File: src/design/cdq_pkg.sv
// Shared types, codes and index helpers for the circular deque.
// Used by circular_deque and cdq_checker; depends on nothing else.
package cdq_pkg;

   // Number of slots in the store; one is always kept free
   localparam int DEPTH   = 16;
   localparam int IDX_W   = (DEPTH > 1) ? $clog2(DEPTH) : 1;
   localparam int DATA_W  = 32;
   localparam int MODE_W  = 3;
   localparam int STAT_W  = 2;

   typedef logic [IDX_W-1:0] idx_type;

   typedef enum logic [MODE_W-1:0] {
      MODE_PUSH_REAR  = 3'd0,
      MODE_PUSH_FRONT = 3'd1,
      MODE_POP_FRONT  = 3'd2,
      MODE_POP_REAR   = 3'd3,
      MODE_PEEK_FRONT = 3'd4,
      MODE_PEEK_REAR  = 3'd5
   } mode_type;

   typedef enum logic [STAT_W-1:0] {
      STAT_DONE  = 2'd0,
      STAT_FULL  = 2'd1,
      STAT_EMPTY = 2'd2
   } status_type;

   // Result attributes that travel with an item between stages
   typedef struct packed {
      logic       is_full_now;
      logic       is_empty_now;
      status_type status;
      logic       use_read;
   } meta_type;

   // Advance an index by one slot, wrapping at the end of the store
   function automatic idx_type wrap_inc(input idx_type i);
      return (i == idx_type'(DEPTH - 1)) ? '0 : i + 1'b1;
   endfunction

   // Step an index back by one slot, wrapping at the start of the store
   function automatic idx_type wrap_dec(input idx_type i);
      return (i == '0) ? idx_type'(DEPTH - 1) : i - 1'b1;
   endfunction

endpackage

File: src/design/cdq_ram.sv
// Simple dual-port RAM: one write port, one read port with registered data.
// Generic; no package dependency.
module cdq_ram #(
   parameter int WIDTH = 32,
   parameter int DEPTH = 16,
   localparam int ADDR_W = (DEPTH > 1) ? $clog2(DEPTH) : 1
) (
   input  logic              clock,
   input  logic              wr_en,
   input  logic [ADDR_W-1:0] wr_addr,
   input  logic [WIDTH-1:0]  wr_data,
   input  logic              rd_en,
   input  logic [ADDR_W-1:0] rd_addr,
   output logic [WIDTH-1:0]  rd_data
);

   logic [WIDTH-1:0] mem [DEPTH];
   logic [WIDTH-1:0] rd_data_ff;

   // Write port
   always_ff @(posedge clock) begin
      if (wr_en) begin
         mem[wr_addr] <= wr_data;
      end
   end

   // Read port; data holds until the next read
   always_ff @(posedge clock) begin
      if (rd_en) begin
         rd_data_ff <= mem[rd_addr];
      end
   end

   assign rd_data = rd_data_ff;

endmodule

File: src/design/circular_deque.sv
// Circular deque top level: operation decode, index registers, result stages.
// Depends on cdq_pkg and cdq_ram.
//
// Usage:
//   Each transfer on the req_ channel carries one operation (req_tuser) and a
//   push value (req_tdata). Each operation yields exactly one transfer on the
//   rsp_ channel: the popped or peeked value in rsp_tdata, and the status and
//   the empty and full flags after the operation in rsp_tuser.
//   A push when full or a pop or peek when empty is rejected: the state holds
//   and the status says why. Unused operation codes change nothing.
// Timing:
//   One operation is accepted every cycle unless a stall holds req_tready low.
//   The result passes through the registered read of the slot memory and then
//   the output register before it is presented.
//   Indices update at acceptance, so a read issued in the cycle after a write
//   to the same slot already sees the new value.
// Stalls:
//   A result waits in the output register while rsp_tready is low; one more
//   operation is taken into the read stage, after which req_tready drops.
// Reset:
//   Both indices clear (deque empty) and both stages empty. The slots are not
//   cleared; only slots written by a push are ever read.
module circular_deque (
   input  logic        clock,
   input  logic        reset,
   input  logic        req_tvalid,
   output logic        req_tready,
   input  logic [31:0] req_tdata,   // [31:0] push_value
   input  logic [2:0]  req_tuser,   // [2:0] mode
   output logic        rsp_tvalid,
   input  logic        rsp_tready,
   output logic [31:0] rsp_tdata,   // [31:0] read_value
   output logic [3:0]  rsp_tuser    // [1:0] status, [2] is_empty_now, [3] is_full_now
);

   cdq_pkg::idx_type  front_ff, front_in, front_nxt;
   cdq_pkg::idx_type  rear_ff, rear_in, rear_nxt;
   cdq_pkg::idx_type  wr_addr, rd_addr;
   cdq_pkg::mode_type mode;
   cdq_pkg::meta_type meta_nxt;
   cdq_pkg::meta_type s1_meta_ff, s1_meta_in;
   cdq_pkg::meta_type rsp_meta_ff, rsp_meta_in;
   logic              s1_valid_ff, s1_valid_in;
   logic              rsp_valid_ff, rsp_valid_in;
   logic [31:0]       rsp_data_ff, rsp_data_in;
   logic [31:0]       rd_data;
   logic              accept, advance;
   logic              none_held, is_full;
   logic              wr_op, rd_op;

   assign mode      = cdq_pkg::mode_type'(req_tuser);
   assign none_held = (front_ff == rear_ff);
   assign is_full   = (cdq_pkg::wrap_inc(rear_ff) == front_ff);

   // Move the read stage forward when the output register is free or drains
   assign advance    = s1_valid_ff && (!rsp_valid_ff || rsp_tready);
   assign req_tready = !s1_valid_ff || advance;
   assign accept     = req_tvalid && req_tready;

   // Decode the operation: next indices, memory access and status
   always_comb begin
      front_nxt       = front_ff;
      rear_nxt        = rear_ff;
      wr_op           = 1'b0;
      wr_addr         = rear_ff;
      rd_op           = 1'b0;
      rd_addr         = rear_ff;
      meta_nxt.status = cdq_pkg::STAT_DONE;
      case (mode)
         cdq_pkg::MODE_PUSH_REAR: begin
            if (is_full) begin
               meta_nxt.status = cdq_pkg::STAT_FULL;
            end else begin
               rear_nxt = cdq_pkg::wrap_inc(rear_ff);
               wr_addr  = cdq_pkg::wrap_inc(rear_ff);
               wr_op    = 1'b1;
            end
         end
         cdq_pkg::MODE_PUSH_FRONT: begin
            if (is_full) begin
               meta_nxt.status = cdq_pkg::STAT_FULL;
            end else begin
               wr_addr   = front_ff;
               front_nxt = cdq_pkg::wrap_dec(front_ff);
               wr_op     = 1'b1;
            end
         end
         cdq_pkg::MODE_POP_FRONT: begin
            if (none_held) begin
               meta_nxt.status = cdq_pkg::STAT_EMPTY;
            end else begin
               front_nxt = cdq_pkg::wrap_inc(front_ff);
               rd_addr   = cdq_pkg::wrap_inc(front_ff);
               rd_op     = 1'b1;
            end
         end
         cdq_pkg::MODE_POP_REAR: begin
            if (none_held) begin
               meta_nxt.status = cdq_pkg::STAT_EMPTY;
            end else begin
               rd_addr  = rear_ff;
               rear_nxt = cdq_pkg::wrap_dec(rear_ff);
               rd_op    = 1'b1;
            end
         end
         cdq_pkg::MODE_PEEK_FRONT: begin
            if (none_held) begin
               meta_nxt.status = cdq_pkg::STAT_EMPTY;
            end else begin
               rd_addr = cdq_pkg::wrap_inc(front_ff);
               rd_op   = 1'b1;
            end
         end
         cdq_pkg::MODE_PEEK_REAR: begin
            if (none_held) begin
               meta_nxt.status = cdq_pkg::STAT_EMPTY;
            end else begin
               rd_addr = rear_ff;
               rd_op   = 1'b1;
            end
         end
         default: begin
            // Unused codes leave the state alone
         end
      endcase
      meta_nxt.use_read     = rd_op;
      meta_nxt.is_empty_now = (front_nxt == rear_nxt);
      meta_nxt.is_full_now  = (cdq_pkg::wrap_inc(rear_nxt) == front_nxt);
   end

   // Commit the indices only on an accepted transfer
   assign front_in = accept ? front_nxt : front_ff;
   assign rear_in  = accept ? rear_nxt  : rear_ff;

   cdq_ram #(
      .WIDTH (cdq_pkg::DATA_W),
      .DEPTH (cdq_pkg::DEPTH)
   ) u_slots (
      .clock   (clock),
      .wr_en   (accept && wr_op),
      .wr_addr (wr_addr),
      .wr_data (req_tdata),
      .rd_en   (accept && rd_op),
      .rd_addr (rd_addr),
      .rd_data (rd_data)
   );

   // Next values of the read stage and the output register
   always_comb begin
      s1_valid_in  = s1_valid_ff;
      s1_meta_in   = s1_meta_ff;
      rsp_valid_in = rsp_valid_ff;
      rsp_meta_in  = rsp_meta_ff;
      rsp_data_in  = rsp_data_ff;
      if (rsp_tready) begin
         rsp_valid_in = 1'b0;
      end
      if (advance) begin
         s1_valid_in  = 1'b0;
         rsp_valid_in = 1'b1;
         rsp_meta_in  = s1_meta_ff;
         rsp_data_in  = s1_meta_ff.use_read ? rd_data : '0;
      end
      if (accept) begin
         s1_valid_in = 1'b1;
         s1_meta_in  = meta_nxt;
      end
   end

   // Control state
   always_ff @(posedge clock) begin
      if (reset) begin
         front_ff     <= '0;
         rear_ff      <= '0;
         s1_valid_ff  <= 1'b0;
         rsp_valid_ff <= 1'b0;
      end else begin
         front_ff     <= front_in;
         rear_ff      <= rear_in;
         s1_valid_ff  <= s1_valid_in;
         rsp_valid_ff <= rsp_valid_in;
      end
   end

   // Payload registers
   always_ff @(posedge clock) begin
      s1_meta_ff  <= s1_meta_in;
      rsp_meta_ff <= rsp_meta_in;
      rsp_data_ff <= rsp_data_in;
   end

   assign rsp_tvalid = rsp_valid_ff;
   assign rsp_tdata  = rsp_data_ff;
   assign rsp_tuser  = {rsp_meta_ff.is_full_now, rsp_meta_ff.is_empty_now,
                        rsp_meta_ff.status};

endmodule

File: config.mk
export PLATFORM = sky130hd
export DESIGN_NAME = circular_deque
export DESIGN_NICKNAME = d
export VERILOG_FILES = /design/src/design/cdq_pkg.sv /design/src/design/cdq_ram.sv /design/src/design/circular_deque.sv
export SDC_FILE = /design/constraint.sdc
export NUM_CORES = 1
export LEC_CHECK = 0
export BUFFER_PORTS_ARGS = -buffer_cell sky130_fd_sc_hd__buf_2
export CORE_ASPECT_RATIO = 0.7
export CORE_MARGIN = 10
export CORE_UTILIZATION = 50
export CTS_BUF_LIST = sky130_fd_sc_hd__clkbuf_16
export CTS_CLUSTER_SIZE = 40
export DETAILED_ROUTE_END_ITERATION = 10
export PLACE_DENSITY_LB_ADDON = 0.3
export REMOVE_ABC_BUFFERS = 1
export SYNTH_ARGS = -nofsm -noshare
export SYNTH_HDL_FRONTEND = slang
export SYNTH_SLANG_ARGS = --single-unit
File: constraint.sdc
create_clock -name clock -period 6.5 [get_ports clock]
set_input_delay 0.65 -clock clock [delete_from_list [all_inputs] [get_ports clock]]
set_output_delay 0.65 -clock clock [all_outputs]
set_load 0.01 [all_outputs]
==> Word level (Yosys, flattened, before mapping) <==
Memory sizes are Yosys's and may differ from the RTL's. A register that Yosys moved wholly into a read port is not among the register bits.
Cells that the tools add are included.
{ "op_classes": {"n_addsub": 5, "muxes": 28, "reduce_logical": 16, "eq_ne": 12} }
{ "ops": {"columns": ["op", "n"], "rows": [
  ["$mux 4", 12],
  ["$pmux 4 s2", 3],
  ["$eq 4x4->1", 4],
  ["$add 4x1->4 const B", 3],
  ["$eq 4x4->1 const B", 3],
  ["$mux 1", 11],
  ["$logic_not 4->1", 2],
  ["$sub 4x1->4 const B", 2],
  ["$eq 3x2->1 const B", 2],
  ["$eq 3x3->1 const B", 2],
  ["$logic_and 1x1->1", 4],
  ["$pmux 2 s2", 1],
  ["$reduce_bool 2->1", 2],
  ["$reduce_or 2->1", 2],
  ["$reduce_or 4->1", 1],
  ["$eq 3x1->1 const B", 1],
  ["$logic_not 3->1", 1],
  ["$logic_not 1->1", 2],
  ["$logic_or 1x1->1", 2],
  ["$mux 2", 1]
]} }
{ "word_totals": {"out_inout_bits": 38, "memories": 1, "mem_bits_rw": 512, "register_bits": 51, "word_cells": 74} }
{ "memory_table": {"columns": ["memory", "depth", "word_bits", "read_ports", "rd_ports_with_merged_regs", "wr", "line", "text"], "rows": [
  ["u_slots.mem", 16, 32, 1, 1, 1, "cdq_ram.sv:17", "logic [WIDTH-1:0] mem [DEPTH];"]
]} }

==> Logic depth before layout (Yosys ltp) <==
{ "depth": {"ltp_word": 8, "mapped_depth": 15, "mapped_depth_nobuf": 14} }

==> By module <==
Synthesis repeated with hierarchy kept, for this count alone.
{ "hier_totals": {"cells_unflattened": 1104, "hier_area_um2": 23100.9} }
{ "modules_own_cells": {"columns": ["module", "n_inst", "cells_each", "seq_area_each_um2", "area_per_inst_um2"], "rows": [
  ["cdq_ram", 1, 838, 16335.7, 20155.6],
  ["circular_deque", 1, 266, 1431.4, 2945.3]
]} }

==> Worst setup path after synthesis <==
No wires, ideal clock.
{ "synth_timing": {"path_kind": "reg2reg", "start": "reg rear_ff[0]", "end": "mem u_slots.mem[15][0], enable pin", "setup_time_ns": 0.461, "path_buffers": 2, "t_arrival_ns": 4.760, "t_required_ns": 6.039, "setup_slack_ns": 1.279, "synth_period_minus_slack_ns": 5.221, "path_stages_with_launch": 13, "cell_sequence": "dfxtp_1 -> clkbuf_1 -> inv_1 -> ha_1 -> xnor2_1 -> nand2_1 -> or2_1 -> clkbuf_1 -> o21ai_0 -> xnor2_1 -> a32oi_1 -> o21a_1 -> nor3_1"} }
{ "synth_between": {"elab_chain_cells": 8, "elab_cells_between_ends": 12, "classes_between": "1 x add/sub; 2 x eq/ne; 8 x mux; 1 x reduce/logical"} }
{ "synth_lines": {"columns": ["item", "line", "text"], "rows": [
  ["from (decl)", "circular_deque.sv:37", "cdq_pkg::idx_type rear_ff, rear_in, rear_nxt;"],
  ["from (signal assigned)", "circular_deque.sv:179", "rear_ff <= rear_in;"],
  ["$add 4x1->4 / $eq 4x4->1 (equally long branches)", "cdq_pkg.sv:39", "return (i == idx_type'(DEPTH - 1)) ? '0 : i + 1'b1;"],
  ["$mux 4", "cdq_pkg.sv:39", null],
  ["$eq 4x4->1", "circular_deque.sv:53", "assign is_full = (cdq_pkg::wrap_inc(rear_ff) == front_ff);"],
  ["$mux 1", "circular_deque.sv:71, circular_deque.sv:80", null],
  ["$mux 1", null, null],
  ["$logic_and 1x1->1", "circular_deque.sv:140", ".wr_en (accept && wr_op),"],
  ["$mux 1", "cdq_ram.sv:22", "if (wr_en) begin"],
  ["$mux 1 (not written as such)", "cdq_ram.sv:23", "mem[wr_addr] <= wr_data;"],
  ["to (decl)", "cdq_ram.sv:17", null]
]} }
Parallel ways exist; a longest one is shown, timed or not.

==> Worst setup path in the final report <==
{ "layout_timing": {"start": "reg rear_ff[0]", "end": "mem u_slots.mem[7][0], enable pin"} }
The elaborated chain is that of the path after synthesis.

==> out/summary.txt <==
status = finished clean
n_diodes = 0
Hold Violations, Final = 0
Gate power share = 8.9%
die area = 56200 µm²
I/O Buffers = 76
layout cells sized above 1 = 26.3%
pwr dens = 311 nW/µm²
Final Wtd Congestion = 0.881
mapped cell area = 23500 µm²
drt pass-1 iters = 5
clk_skew = 0.0187 ns
Synth top area share = 74.8%
Netlist cell types = 55
Min Hold Slack = 0.307 ns
setup ws final = 1.50 ns
Initial Utilization = 50.6%
cell types occupying the most area after synthesis = edfxtp_1 (75%), mux4_2 (12%), mux2i_1 (1.8%), a211oi_1 (1.2%), a21oi_1 (0.96%)
#FFs+latches synth = 595
VDD IR max = 0.000199 V
Period Utilization, post-route = 76.9%
internal power = 6.43 mW
Die Wd = 279 µm
ys async rst share = 0%
CTS tree = done
vias post-DR = 11400
first-pass GRT wire length = 75.3 mm
CP max FO = 16
Nets = 1312
DP Worst Slack = 1.59 ns
clock share of power = 38.8%
actual slew at the worst max-slew pin = 1.16 ns
post-synth top area cell = edfxtp_1
Clock Latency Late Sink = 0.60 ns
Synthesis Warnings = 0
number of DRC markers in iteration 0 = 1227
routed vias/inst = 5.95
post-CTS sizing = 0
fin crit period = 5.00 ns
Setup Fix Bufs, Post-CTS = 0
Routed Antenna Nets = 0
ys flop type = edfxtp_1
sw power = 1.83 mW
Critical Path Source = rear_ff[0]$_SDFFE_PP0P_
Leakage = 8.79 nW
root buf cell = clkbuf_16
sequential share of power = 52.4%
Cells after Synth = 1163
largest net degree at the start of global routing = 129
drt drc = 0
CP endpoint kind = flip-flop
HP Class = primary input to flip-flop
Num CTS Buffers = 54
Max Transition Viols Final = 0
Seq/Total Area, Yosys = 75.6%
Clock Sink Count = 595
drt wl/cell = 25.6 µm
remaining global-route overflow = 0
Required @ worst endpoint = 6.78 ns
I/O pins = 77
Syn-to-layout area delta = 13.0%
RR Startpoint = rear_ff[0]$_SDFFE_PP0P_
slew margin rel. = 22.5%
CP Launch Type = flip-flop
sw frac = 22.2%
initial antenna violation count = 2
Post-Syn Area per Cell = 20.2 µm²
hold_buf cts = 0
critical path class = flip-flop to flip-flop
RSZ-0062 raised after global routing = no
Reg clk slew, reported paths = 0.07 ns
Max Cap Viol = 0
Post-synth EDFFs = 585
hold wc startpoint = req_tvalid
CTS Buffer Depth = 3
Core ar. = 46400 µm²
HPWL Detailed = 28.1 mm
vias in the first global route = 11700
GRT Util Overall = 17.6%
Rows = 66
Total Wirelength = 49.3 mm
Data arrival, critical path = 5.27 ns
H-tree Lvls = 2
# setup viols final = 0
height of the die = 201 µm
f_max = 200 MHz
## per-layer routing
metal | wire, µm | global-route usage [%]
met3 | 3350 | 3.79
met4 | 714 | 3.62
met2 | 22200 | 26.3
met5 | 17 | 0
met1 | 23000 | 26.4
## path summary, 6_finish.rpt
| path | endpoint | slack [ns] | cells after the start |
|---|---|---|---|
| hold reg to reg | rsp_tuser[3]$_DFFE_PP_ | 0.42 | 0 |
| setup / recovery | u_slots.mem[7][0]$_DFFE_PP_ | 1.50 | 10 |
| setup reg to reg | u_slots.mem[7][0]$_DFFE_PP_ | 1.50 | 10 |
| hold / removal | s1_valid_ff$_SDFFE_PP0P_ | 0.31 | 3 |
## synthesized netlist by cell type (8+ instances only)
cell type	n
edfxtp_1	585
mux4_2	128
a21oi_1	45
mux2i_1	42
a211oi_1	37
and2_1	36
nor2b_1	35
clkbuf_1	33
nor2_1	29
nand2_1	20
nor3_1	16
buf_2	14
inv_1	13
o21ai_0	13
buf_6	11
xnor2_1	11
dfxtp_1	10
nand3_1	10
ha_1	8
## flip-flops by register name (all words and copies together) (netlist names)
signal           cells
u_slots.mem        512
rsp_tdata           32
u_slots.rd_data     32
s1_meta_ff           5
front_ff             4
rear_ff              4
rsp_tuser            4
rsp_tvalid           1
s1_valid_ff          1
## logic make-up (layout without fill, tap and decap cells)
family / after synthesis / after routing / share of synthesized area [%]
DFF: 595 / 595 / 75.6
xor gates and xnor gates: 19 / 19 / 0.767
AOI/OAI and AO/OA: 132 / 132 / 3.72
and+or+nand+nor: 163 / 163 / 3.74
muxes: 170 / 170 / 14.1
buffers and inverters: 76 / 223 / 1.64
adders and majority gates: 8 / 8 / 0.426
## power by group through the flow
stage               Combinational, mW  Clock, mW  Sequential, mW
global route                    0.802       3.42            4.33
CTS                             0.746       3.27            4.32
global placement                0.736          0            4.40
finish                          0.733       3.20            4.32
floorplan                       0.654          0            4.41
detailed placement              0.743          0            4.41
## layout by cell type, fill, tap and decap left out, drive strengths merged, types with 3 or more instances in the layout
master,Yosys,routed
xnor2,11,11
o21ai,13,13
nor2,29,29
xor2,7,7
nor2b,35,35
o211ai,7,7
a21oi,45,45
clkinv,0,25
mux2i,42,42
clkinvlp,0,3
dfxtp,10,10
edfxtp,585,585
and2,36,36
nand3,10,10
bufinv,0,7
buf,30,109
clkbuf,33,54
mux4,128,128
a211oi,37,37
ha,8,8
inv,13,25
a31oi,6,6
nor3,16,16
nand4,3,3
nand2,21,21
o21a,3,3
## worst max-delay path, stage by stage (launching register included)
cell and delay (ns):
dfxtp_1 0.75, ha_1 0.41, a21oi_1 0.08, o21ai_0 0.54, xor2_1 0.36, nand2_1 0.26
o21ai_0 0.37, and2_1 0.20, o211ai_1 0.26, nor3_2 1.02, buf_4 0.39
## layout make-up
| class | instances | area (µm²) |
|---|---|---|
| Clock buffer | 54 | 1350 |
| Sequential cell | 595 | 17800 |
| Fill cell | 3402 | 19900 |
| Tap cell | 612 | 766 |
| Timing Repair Buffer | 109 | 666 |
| Inverter | 13 | 48.8 |
| Clock inverter | 47 | 457 |
| Multi-Input combinational cell | 492 | 5500 |
## per-stage QoR
stage | util [%] | std cells | total power [mW] | setup TNS [ns] | cell area, µm²
4_1_cts | 57.2 | 1922 | 8.34 | 0 | 26600
6_report | 57.2 | 1922 | 8.26 | 0 | 26600
3_3_place_gp | 53.3 | 1821 | 5.14 | 0 | 24700
2_1_floorplan | - | 1100 | 5.06 | -267.46 | 23200
3_5_place_dp | 53.3 | 1821 | 5.15 | 0 | 24700
5_1_grt | 57.2 | 1922 | 8.55 | 0 | 26600
No activity file was read; power rests on OpenSTA's default activity.
